[src/rtl/key_click_event_detector_macros.svh]
// Assertion helpers for the click detector.
// KCED_ASSERT checks a property with reset masking the check.
// KCED_ASSERT_RST checks a property at every edge, reset included.
`ifndef KEY_CLICK_EVENT_DETECTOR_MACROS_SVH
`define KEY_CLICK_EVENT_DETECTOR_MACROS_SVH

`ifndef SYNTH

`define KCED_ASSERT(lbl, clk, rst, prop) \
  lbl: assert property (@(posedge clk) disable iff (rst) prop) \
    else $error("assertion failed");

`define KCED_ASSERT_RST(lbl, clk, prop) \
  lbl: assert property (@(posedge clk) prop) \
    else $error("assertion failed");

`else

`define KCED_ASSERT(lbl, clk, rst, prop)

`define KCED_ASSERT_RST(lbl, clk, prop)

`endif

`endif

[src/rtl/kced_pkg.sv]
`default_nettype none

package kced_pkg;

  localparam int unsigned TickW   = 32;
  localparam int unsigned WordW   = 16;
  localparam int unsigned IdxW    = 4;
  localparam int unsigned ThreshW = 16;
  localparam int unsigned EventW  = 2;
  localparam int unsigned PhaseW  = 3;
  localparam int unsigned AddrW   = 4;
  localparam int unsigned DataW   = 32;

  // register indexes
  localparam logic [1:0] REG_FILTER = 2'd0;
  localparam logic [1:0] REG_LONG   = 2'd1;
  localparam logic [1:0] REG_CLICK  = 2'd2;
  localparam logic [1:0] REG_LEVEL  = 2'd3;

  localparam logic [ThreshW-1:0] FILTER_RESET = 16'd50;
  localparam logic [ThreshW-1:0] LONG_RESET   = 16'd1000;
  localparam logic [ThreshW-1:0] CLICK_RESET  = 16'd300;
  localparam logic               LEVEL_RESET  = 1'b1;

  // phase codes
  localparam logic [PhaseW-1:0] PH_IDLE     = 3'd0;
  localparam logic [PhaseW-1:0] PH_PRESSED  = 3'd1;
  localparam logic [PhaseW-1:0] PH_RELEASED = 3'd2;
  localparam logic [PhaseW-1:0] PH_LONG     = 3'd3;
  localparam logic [PhaseW-1:0] PH_WAITREL  = 3'd4;

  // event codes
  localparam logic [EventW-1:0] EV_NONE   = 2'd0;
  localparam logic [EventW-1:0] EV_DOUBLE = 2'd1;
  localparam logic [EventW-1:0] EV_SINGLE = 2'd2;
  localparam logic [EventW-1:0] EV_LONG   = 2'd3;

  typedef struct packed {
    logic [ThreshW-1:0] filter_ticks;
    logic [ThreshW-1:0] long_ticks;
    logic [ThreshW-1:0] click_ticks;
    logic               press_level;
  } cfg_t;

endpackage

`default_nettype wire

[src/rtl/kced_cfg_regs.sv]
`default_nettype none

module kced_cfg_regs (
  input  wire                         clk,
  input  wire                         rst,
  input  wire                         psel,
  input  wire                         penable,
  input  wire                         pwrite,
  input  wire  [kced_pkg::AddrW-1:0]  paddr,
  input  wire  [kced_pkg::DataW-1:0]  pwdata,
  output logic [kced_pkg::DataW-1:0]  prdata,
  output logic                        pready,
  output kced_pkg::cfg_t              cfg
);
  import kced_pkg::*;

  logic [1:0] reg_idx;
  logic       wr_en;

  assign pready  = 1'b1;
  assign reg_idx = paddr[AddrW-1:2];
  assign wr_en   = psel && penable && pwrite && pready;

  always_ff @(posedge clk) begin
    if (rst) begin
      cfg.filter_ticks <= FILTER_RESET;
      cfg.long_ticks   <= LONG_RESET;
      cfg.click_ticks  <= CLICK_RESET;
      cfg.press_level  <= LEVEL_RESET;
    end else if (wr_en) begin
      unique case (reg_idx)
        REG_FILTER: cfg.filter_ticks <= pwdata[ThreshW-1:0];
        REG_LONG:   cfg.long_ticks   <= pwdata[ThreshW-1:0];
        REG_CLICK:  cfg.click_ticks  <= pwdata[ThreshW-1:0];
        REG_LEVEL:  cfg.press_level  <= pwdata[0];
        default: ;
      endcase
    end
  end

  always_comb begin
    prdata = '0;
    unique case (reg_idx)
      REG_FILTER: prdata[ThreshW-1:0] = cfg.filter_ticks;
      REG_LONG:   prdata[ThreshW-1:0] = cfg.long_ticks;
      REG_CLICK:  prdata[ThreshW-1:0] = cfg.click_ticks;
      REG_LEVEL:  prdata[0]           = cfg.press_level;
      default:    prdata              = '0;
    endcase
  end

endmodule

`default_nettype wire

[src/rtl/kced_core.sv]
`default_nettype none

module kced_core (
  input  wire                          clk,
  input  wire                          rst,
  input  wire                          step,
  input  wire  [kced_pkg::WordW-1:0]   key_word,
  input  wire  [kced_pkg::IdxW-1:0]    bit_index,
  input  wire  [kced_pkg::TickW-1:0]   now_tick,
  input  kced_pkg::cfg_t               cfg,
  output logic [kced_pkg::EventW-1:0]  ev
);
  import kced_pkg::*;

  `include "key_click_event_detector_macros.svh"

  logic [PhaseW-1:0] phase;
  logic [PhaseW-1:0] phase_next;
  logic [TickW-1:0]  time_base;
  logic [TickW-1:0]  time_base_next;

  logic             pressed;
  logic [TickW-1:0] elapsed;
  logic [TickW-1:0] filter_w;
  logic [TickW-1:0] long_w;
  logic [TickW-1:0] click_w;

  assign pressed  = (key_word[bit_index] == cfg.press_level);
  // unsigned difference stays right across tick wrap
  assign elapsed  = now_tick - time_base;
  assign filter_w = {{(TickW-ThreshW){1'b0}}, cfg.filter_ticks};
  assign long_w   = {{(TickW-ThreshW){1'b0}}, cfg.long_ticks};
  assign click_w  = {{(TickW-ThreshW){1'b0}}, cfg.click_ticks};

  always_comb begin
    phase_next     = phase;
    time_base_next = time_base;
    ev             = EV_NONE;
    unique case (phase)
      PH_IDLE: begin
        if (pressed) begin
          time_base_next = now_tick;
          phase_next     = PH_PRESSED;
        end
      end
      PH_PRESSED: begin
        if (!pressed) begin
          if (elapsed < filter_w) begin
            phase_next = PH_IDLE;
          end else begin
            time_base_next = now_tick;
            phase_next     = PH_RELEASED;
          end
        end else if (elapsed > long_w) begin
          phase_next = PH_LONG;
        end
      end
      PH_RELEASED: begin
        if (pressed && (elapsed < click_w) && (elapsed > filter_w)) begin
          phase_next = PH_WAITREL;
          ev         = EV_DOUBLE;
        end else if (elapsed >= click_w) begin
          phase_next = PH_WAITREL;
          ev         = EV_SINGLE;
        end
      end
      PH_LONG: begin
        phase_next = PH_WAITREL;
        ev         = EV_LONG;
      end
      PH_WAITREL: begin
        if (!pressed) begin
          phase_next = PH_IDLE;
        end
      end
      default: begin
        phase_next = PH_IDLE;
      end
    endcase
  end

  always_ff @(posedge clk) begin
    if (rst) begin
      phase     <= PH_IDLE;
      time_base <= '0;
    end else if (step) begin
      phase     <= phase_next;
      time_base <= time_base_next;
    end
  end

  `KCED_ASSERT_RST(a_reset_idle, clk, rst |=> (phase == PH_IDLE && time_base == '0))
  `KCED_ASSERT(a_long_to_wait, clk, rst, (step && phase == PH_LONG) |=> phase == PH_WAITREL)
  `KCED_ASSERT(a_event_then_wait, clk, rst, (step && ev != EV_NONE) |=> phase == PH_WAITREL)
  `KCED_ASSERT(a_hold_no_step, clk, rst, !step |=> ($stable(phase) && $stable(time_base)))

endmodule

`default_nettype wire

[src/rtl/key_click_event_detector.sv]
// Single, double and long click detector for one key of a 16-bit button word.
// Poll channel: poll_valid/poll_ready carry key_word, bit_index and now_tick;
// one request is accepted when both are high at a rising edge.
// Event channel: event_valid/event_ready carry event_res, one result for each
// request (0 none, 1 double, 2 single, 3 long click).
// Configuration: APB-style port, filter_ticks at 0x0, long_ticks at 0x4,
// click_ticks at 0x8, press_level at 0xC; pready is always high.
// Path: an accepted request waits in the input register; when it advances,
// its result moves through the phase update into the event register.
// Throughput: one request per cycle while event_ready is high, set by the
// phase update between the input register and the event register.
// Stall: while event_ready is low the event register holds its result and
// the input register still takes one more request; poll_ready then drops
// until the event is taken.
// Reset (rst, synchronous, active high): both registers empty, phase idle,
// time base zero, configuration back to 50 / 1000 / 300 / pressed-high.
`default_nettype none

module key_click_event_detector (
  input  wire                          clk,
  input  wire                          rst,
  input  wire                          poll_valid,
  output logic                         poll_ready,
  input  wire  [kced_pkg::WordW-1:0]   key_word,
  input  wire  [kced_pkg::IdxW-1:0]    bit_index,
  input  wire  [kced_pkg::TickW-1:0]   now_tick,
  output logic                         event_valid,
  input  wire                          event_ready,
  output logic [kced_pkg::EventW-1:0]  event_res,
  input  wire                          psel,
  input  wire                          penable,
  input  wire                          pwrite,
  input  wire  [kced_pkg::AddrW-1:0]   paddr,
  input  wire  [kced_pkg::DataW-1:0]   pwdata,
  output logic [kced_pkg::DataW-1:0]   prdata,
  output logic                         pready
);
  import kced_pkg::*;

  cfg_t cfg;

  logic               s1_valid;
  logic [WordW-1:0]   s1_word;
  logic [IdxW-1:0]    s1_idx;
  logic [TickW-1:0]   s1_now;
  logic               advance;
  logic               poll_take;
  logic [EventW-1:0]  ev;

  assign advance    = s1_valid && (!event_valid || event_ready);
  assign poll_ready = !s1_valid || advance;
  assign poll_take  = poll_valid && poll_ready;

  kced_cfg_regs u_cfg (
    .clk     (clk),
    .rst     (rst),
    .psel    (psel),
    .penable (penable),
    .pwrite  (pwrite),
    .paddr   (paddr),
    .pwdata  (pwdata),
    .prdata  (prdata),
    .pready  (pready),
    .cfg     (cfg)
  );

  kced_core u_core (
    .clk       (clk),
    .rst       (rst),
    .step      (advance),
    .key_word  (s1_word),
    .bit_index (s1_idx),
    .now_tick  (s1_now),
    .cfg       (cfg),
    .ev        (ev)
  );

  always_ff @(posedge clk) begin
    if (rst) begin
      s1_valid    <= 1'b0;
      event_valid <= 1'b0;
    end else begin
      if (poll_take) begin
        s1_valid <= 1'b1;
      end else if (advance) begin
        s1_valid <= 1'b0;
      end
      if (advance) begin
        event_valid <= 1'b1;
      end else if (event_ready) begin
        event_valid <= 1'b0;
      end
    end
  end

  // payload registers, no reset needed
  always_ff @(posedge clk) begin
    if (poll_take) begin
      s1_word <= key_word;
      s1_idx  <= bit_index;
      s1_now  <= now_tick;
    end
    if (advance) begin
      event_res <= ev;
    end
  end

endmodule

`default_nettype wire

[config.mk]
export PLATFORM = sky130hd
export DESIGN_NAME = key_click_event_detector
export DESIGN_NICKNAME = d
export VERILOG_FILES = /design/src/rtl/kced_pkg.sv /design/src/rtl/kced_cfg_regs.sv /design/src/rtl/kced_core.sv /design/src/rtl/key_click_event_detector.sv
export VERILOG_INCLUDE_DIRS = /design/src /design/src/rtl
export SDC_FILE = /design/constraint.sdc
export NUM_CORES = 1
export LEC_CHECK = 0
export ABC_CLOCK_PERIOD_IN_PS = 4580
export BUFFER_PORTS_ARGS = -buffer_cell sky130_fd_sc_hd__buf_2
export CAP_MARGIN = 5
export CORE_MARGIN = 5
export CORE_UTILIZATION = 55
export CTS_BUF_LIST = sky130_fd_sc_hd__clkbuf_4 sky130_fd_sc_hd__clkbuf_8 sky130_fd_sc_hd__clkbuf_16
export CTS_CLUSTER_SIZE = 12
export DETAILED_ROUTE_END_ITERATION = 10
export PLACE_DENSITY = 0.77
export SYNTH_ARGS = -nofsm -noshare
export SYNTH_HDL_FRONTEND = slang
export SYNTH_SLANG_ARGS = --single-unit
export TNS_END_PERCENT = 30
[constraint.sdc]
create_clock -name clk -period 4.58 [get_ports clk]
set_clock_uncertainty 0.05 [all_clocks]
set_input_delay 0.229 -clock clk [delete_from_list [all_inputs] [get_ports clk]]
set_output_delay 0.229 -clock clk [all_outputs]
set_load 0.05 [all_outputs]
# ---- Yosys cells after proc, flatten, opt, wreduce, memory -nomap -nowiden
# Index checks and enable logic that the tools add are counted.
dict set report classes {
  multipliers 0
  n_addsub 1
  n_div 0
  bitwise_logic 0
  n_reduce_logical 21
  n_shift 0
  magnitude_cmp 6
  muxes 23
  n_eq_ne 14
}
# cell n
set ops {}
lappend ops {{$mux W32} 3}
lappend ops {{$gt A32 B16 Y1} 2}
lappend ops {{$lt A32 B16 Y1} 2}
lappend ops {{$pmux W32 S2} 1}
lappend ops {{$pmux W15 S3} 1}
lappend ops {{$ge A32 B16 Y1} 1}
lappend ops {{$sub A32 B32 Y32} 1}
lappend ops {{$mux W3} 6}
lappend ops {{$pmux W3 S5} 1}
lappend ops {{$reduce_and A5 Y1} 2}
lappend ops {{$reduce_and A2 Y1} 4}
lappend ops {{$eq A3 B2 Y1 const B} 2}
lappend ops {{$logic_and A1 B1 Y1} 6}
lappend ops {{$mux W2} 3}
lappend ops {{$ne A2 B2 Y1 const B} 3}
lappend ops {{$reduce_bool A2 Y1} 3}
lappend ops {{$lt A4 B5 Y1 const B} 1}
lappend ops {{$mux W1} 5}
lappend ops {{$bmux W1 S4} 1}
lappend ops {{$eq A2 B2 Y1 const B} 2}
lappend ops {{$pmux W1 S4} 1}
lappend ops {{$pmux W2 S2} 1}
lappend ops {{$eq A3 B1 Y1 const B} 1}
lappend ops {{$eq A3 B3 Y1 const B} 1}
lappend ops {{9 further kinds} 11}
dict set report word_totals {
  elab_cells 77
  output_inout_bits 37
  mem_bits_rw 0
  mem_count 0
  register_bits 140
  latchBits 0
  romBits 0
}

# ---- Logic depth before layout (Yosys ltp)
dict set report logic_depth {
  word_depth 7
  mapped_depth 21
  mapped_depth_nobuf 20
}

# ---- Hierarchy
# A second synthesis with hierarchy kept.
dict set report hier_totals {
  cells_unflattened 1105
  area_unflattened_um2 10014.6
}
# mod cells_each instances area_each_um2
set by_module_without_submodules {}
lappend by_module_without_submodules {kced_core 780 1 5816.8}
lappend by_module_without_submodules {kced_cfg_regs 261 1 2472.4}
lappend by_module_without_submodules {key_click_event_detector 64 1 1725.4}

# ---- Least setup slack after synthesis
# OpenSTA, ideal clock, no wires.
dict set report synth_path {
  kind {register to register}
  startpoint {register s1_now[6]}
  endpoint {register u_core.time_base[10]}
  t_required_ns 4.460
  path_stages_with_launch 21
  path_buffers 2
  setup_slack_ns 0.415
  t_arrival_ns 4.044
  path_cell_list {edfxtp_1 -> ha_1 -> a21oi_1 -> nand2_1 -> o211ai_1 -> nand3_2 -> a21o_1 -> a21oi_1 -> xnor2_1 -> ha_1 -> a21o_1 -> a21o_1 -> a221oi_1 -> o21a_1 -> and2_1 -> clkbuf_1 -> clkbuf_1 -> nand3_1 -> nor2_1 -> a21oi_1 -> a21oi_1}
}
dict set report synth_via {
  elab_chain_cells 4
}
# element line_no
set synth_lines {}
lappend synth_lines {{from (decl)} key_click_event_detector.sv:45} ;# logic [TickW-1:0] s1_now;
lappend synth_lines {{from (signal assigned)} key_click_event_detector.sv:101} ;# s1_now <= now_tick;
lappend synth_lines {{$sub A32 B32 Y32} kced_core.sv:30} ;# assign elapsed = now_tick - time_base;
lappend synth_lines {{$lt A32 B16 Y1} kced_core.sv:48} ;# if (elapsed < filter_w) begin
lappend synth_lines {{$ne A2 B2 Y1 (no line)} -}
lappend synth_lines {{$reduce_and A5 Y1 (no line)} -}
lappend synth_lines {{to (signal assigned)} kced_core.sv:88} ;# time_base <= time_base_next;
lappend synth_lines {{to (decl)} kced_core.sv:19} ;# logic [TickW-1:0] time_base;
# No other way between the ends.
# A chain may end at the register's enable or synchronous reset.

# ---- Worst setup path after layout
dict set report layout_path {
  startpoint {register s1_now[0]}
  endpoint {register u_core.phase[1]}
}
dict set report layout_via {
  elab_chain_cells 6
}
# element line_no
set layout_lines {}
lappend layout_lines {{$sub A32 B32 Y32 (*)} kced_core.sv:30}
lappend layout_lines {{$lt A32 B16 Y1} kced_core.sv:59} ;# if (pressed && (elapsed < click_w) && (elapsed > filter_w)) begin
lappend layout_lines {{$logic_and A1 B1 Y1 (2 in series)} kced_core.sv:59}
lappend layout_lines {{$ne A3 B1 Y1 (no line) / $mux W3 (equally long branches)} -}
lappend layout_lines {{$reduce_and A5 Y1 (no line) / $pmux W3 S5 (equally long branches)} -}
lappend layout_lines {{to (signal assigned)} kced_core.sv:87} ;# phase <= phase_next;
lappend layout_lines {{to (decl)} kced_core.sv:17} ;# logic [PhaseW-1:0] phase;
# Every way passes the cells marked *; elsewhere a longest branch is shown, timed or not.

==> impl_metrics.sql <==
INSERT INTO impl_metrics (metric_group, metric, value, unit) VALUES
('outcome', 'outcome', 'finished, final reports clean', ''),
('global_routing', 'grt_antenna_before_repair', '0', ''),
('floorplanning', 'dieHeight', '144', 'um'),
('placed_design', 'dp.cells', '1499', ''),
('logic_synthesis', 'synthesis.yosys.warnings', '0', ''),
('timing', 'max_slew_margin', '0.345', ''),
('power', 'power_leakage', '4.53', 'nW'),
('timing', 'fin_tns_setup', '0', 'ns'),
('setup_path', 'cpMaxStageDelayCell', 'sky130_fd_sc_hd__edfxtp_1', ''),
('setup_path', 'endpoint_of_the_worst_setup_timing_path', 'u_core.phase[1]$_SDFFE_PP0P_', ''),
('cts', 'max-clock-path-buffers', '2', ''),
('logic_synthesis', 'synth.cell_area', '9920', 'um^2'),
('route', 'vias_per_cell', '6.06', ''),
('timing', 'fin_crit_sh', '0.960', ''),
('route', 'drt_first_iter_violations', '948', ''),
('global_routing', 'grt_pass1_wl', '44.8', 'mm'),
('power', 'power_density', '353', 'nW/um^2'),
('logic_synthesis', 'synth.ff_latch_count', '140', ''),
('cts', 'cts_htree_levels', '4', ''),
('setup_path', 'r2r-start', 's1_now[0]$_DFFE_PP_', ''),
('cells_and_area', 'register_area', '3350', 'um^2'),
('setup_path', 'cp_max_fo', '3', ''),
('route', 'residual_drc_count', '0', ''),
('placed_design', 'detailed_place.area', '10500', 'um^2'),
('setup_path', 'timing.critical_path.slowest_cell_delay', '0.37', 'ns'),
('logic_synthesis', 'netlist_instances', '1233', ''),
('timing', 'setup_viol', '0', ''),
('cells_and_area', 'insertedDiodeCount', '0', ''),
('setup_path', 'critPathLaunch', 's1_now[0]$_DFFE_PP_', ''),
('placed_design', 'dp_hpwl', '18.0', 'mm'),
('logic_synthesis', 'synth_top_flop_cell', 'sky130_fd_sc_hd__dfxtp_1', ''),
('setup_path', 'crit_path_depth', '20', ''),
('placed_design', 'placement.io_buffers', '96', ''),
('setup_path', 'r2r.worst_path.cells', '20', ''),
('global_routing', 'grt_start_max_net_pins', '72', ''),
('setup_path', 'timing.critical_path.mode_cell', 'sky130_fd_sc_hd__ha_1', ''),
('route', 'routed_wirelength_normalized_by_instance_count', '17.5', 'um'),
('timing', 'finalMaxSlewViolations', '0', ''),
('logic_synthesis', 'synth.yosys.seq_area_share', '0.337', ''),
('cts', 'cts.sink_count', '140', ''),
('logic_synthesis', 'synth_cell_types', '74', ''),
('run', 'max-cap-violations', '0', ''),
('cts', 'tritoncts', 'built', ''),
('setup_path', 'critical-path-top-delay-family', 'compound AO/OA/AOI/OAI gates', ''),
('cells_and_area', 'filler_cell_count', '1473', ''),
('cts', 'clkLatencyLatePin', '0.44', 'ns'),
('global_routing', 'grt_pass1_vias', '8951', ''),
('placed_design', 'place.gp.congestion', '0.899', ''),
('power', 'ir_worst_vdd', '294', 'uV'),
('global_routing', 'global_route.usage.total', '0.268', ''),
('cts', 'clk_pin_slew', '0.07', 'ns'),
('floorplanning', 'core-area', '17800', 'um^2'),
('setup_path', 'critPathCaptureType', 'flop', ''),
('power', 'power.total', '4.17', 'mW'),
('cells_and_area', 'area_delta_synth_final', '19.2', '%'),
('timing', 'timing.final.ws_setup', '0.185', 'ns'),
('setup_path', 'crit_type', 'flop to flop', ''),
('setup_path', 'reg2reg_to', 'u_core.phase[1]$_SDFFE_PP0P_', ''),
('placed_design', 'post_place_setup_slack', '0.0129', 'ns'),
('route', 'wl', '27.8', 'mm'),
('floorplanning', 'initial_core_util', '0.556', ''),
('logic_synthesis', 'synthArstFlopShare', '0', ''),
('timing', 'fmax', '228', 'MHz'),
('timing', 'timing_worst_slew_pin_value', '0.979', 'ns'),
('global_routing', 'grt_remaining_overflow', '0', ''),
('floorplanning', 'die-width', '144', 'um'),
('cells_and_area', 'post_route_insts_no_fill', '1594', ''),
('route', 'num_vias', '9657', ''),
('logic_synthesis', 'synth.avg_cell_area', '8.04', 'um^2'),
('cells_and_area', 'num-nets-final', '1527', ''),
('cells_and_area', 'final_util', '0.663', '');
[report_power, final]
group | internal (mW) | leakage (nW) | switching [mW]
sequential | 1.36 | 1.23 | 0.0566
clock | 0.754 | 0.267 | 0.597
combinational | 0.528 | 3.03 | 0.875
total | 2.64 | 4.53 | 1.53
[layer usage]
metal	track usage	part of all wire	up-vias
met2	0.439	0.47	475
met3	0.0367	0.085	47
met4	0.0766	0.020	0
met1	0.371	0.43	4502
li1	-	-	4633
met5	0	0	-
[worst min-delay path: cells and delay by family]
kind            cells  cell delay (ns)
buf+inv             1             0.12
compound gates      1             0.05
simple gates        1             0.05
[cells by family after synthesis]
group,Yosys count,share of synthesized area
flops,140,0.337
compound gates,380,0.241
simple gates,391,0.180
mux,27,0.0337
buf+inv,187,0.0823
xor+xnor,26,0.0237
other cells,2,0.000757
fa+ha+maj,80,0.102
[cells in the final DEF (no fill, tap or decap), drive strengths merged, types with 6 or more instances in the layout]
| master | Yosys | final |
|---|---|---|
| nand3 | 77 | 77 |
| a21o | 17 | 17 |
| and3 | 7 | 7 |
| a31o | 35 | 35 |
| o211ai | 18 | 18 |
| a211oi | 6 | 6 |
| a31oi | 7 | 7 |
| nand2b | 11 | 11 |
| clkbuf | 58 | 17 |
| dfxtp | 86 | 86 |
| a22oi | 33 | 33 |
| and2 | 7 | 7 |
| nand2 | 168 | 168 |
| nor2b | 6 | 6 |
| ha | 79 | 79 |
| xor2 | 11 | 11 |
| buf | 37 | 124 |
| inv | 92 | 98 |
| edfxtp | 54 | 54 |
| nor3 | 17 | 17 |
| mux2i | 21 | 21 |
| nor2 | 65 | 65 |
| dlygate4sd3 | 0 | 56 |
| o21a | 9 | 9 |
| conb | 2 | 17 |
| nand4 | 15 | 15 |
| xnor2 | 15 | 15 |
| a21oi | 150 | 150 |
| o21ai | 74 | 74 |
| or3 | 6 | 6 |
[worst min-delay path by stage]
stage | start | end | cells after the start
global route | pwdata[1] | u_cfg.cfg[2]$_SDFFE_PP0P_ | 3
CTS | pwdata[10] | u_cfg.cfg[11]$_SDFFE_PP0P_ | 3
global placement | key_word[4] | s1_word[4]$_DFFE_PP_ | 1
floorplan | bit_index[0] | s1_idx[0]$_DFFE_PP_ | 0
detailed placement | now_tick[12] | s1_now[12]$_DFFE_PP_ | 1
finish | pwdata[10] | u_cfg.cfg[11]$_SDFFE_PP0P_ | 3
[area by class of cell]
type / count / share of cell area
tap: 229 / 0.0242
inverter: 92 / 0.0292
timing repair buffer: 180 / 0.109
clock buffer: 17 / 0.0360
sequential: 140 / 0.283
clock inverter: 15 / 0.0115
multi-input combinational: 921 / 0.507
[registers in the layout, summed over array words and instances (netlist names)]
name / count
u_core.time_base: 32
s1_idx: 4
event_res: 2
u_cfg.cfg: 49
event_valid: 1
u_core.phase: 3
s1_word: 16
s1_valid: 1
s1_now: 32
[synthesized netlist by cell type (11+ instances only)]
library cell	count	area share
sky130_fd_sc_hd__o21ai_0	71	0.036
sky130_fd_sc_hd__nor2_1	65	0.025
sky130_fd_sc_hd__dfxtp_1	86	0.17
sky130_fd_sc_hd__inv_1	91	0.034
sky130_fd_sc_hd__a21oi_1	148	0.075
sky130_fd_sc_hd__a22oi_1	33	0.025
sky130_fd_sc_hd__nand2_1	168	0.064
sky130_fd_sc_hd__nand4_1	15	0.0095
sky130_fd_sc_hd__xnor2_1	14	0.012
sky130_fd_sc_hd__clkbuf_1	58	0.022
sky130_fd_sc_hd__a21o_1	17	0.013
sky130_fd_sc_hd__xor2_1	11	0.0097
sky130_fd_sc_hd__ha_1	79	0.10
sky130_fd_sc_hd__buf_4	24	0.018
sky130_fd_sc_hd__o211ai_1	18	0.014
sky130_fd_sc_hd__mux2i_1	21	0.021
sky130_fd_sc_hd__a31o_2	35	0.031
sky130_fd_sc_hd__nand2b_1	11	0.0069
sky130_fd_sc_hd__nand3_1	76	0.038
sky130_fd_sc_hd__nor3_1	16	0.0081
sky130_fd_sc_hd__edfxtp_1	54	0.16
[what timing repair did]
| item | in CTS | in global routing |
|---|---|---|
| gates resized for setup | 2 | 21 |
| hold buffers | 56 | 0 |
| endpoints found under the setup margin | 2 | 36 |
| setup buffers | 1 | 6 |
| endpoints found under the hold margin | 58 | 0 |
| pin swaps | 1 | 10 |
No activity file was read; power rests on OpenSTA's default activity.
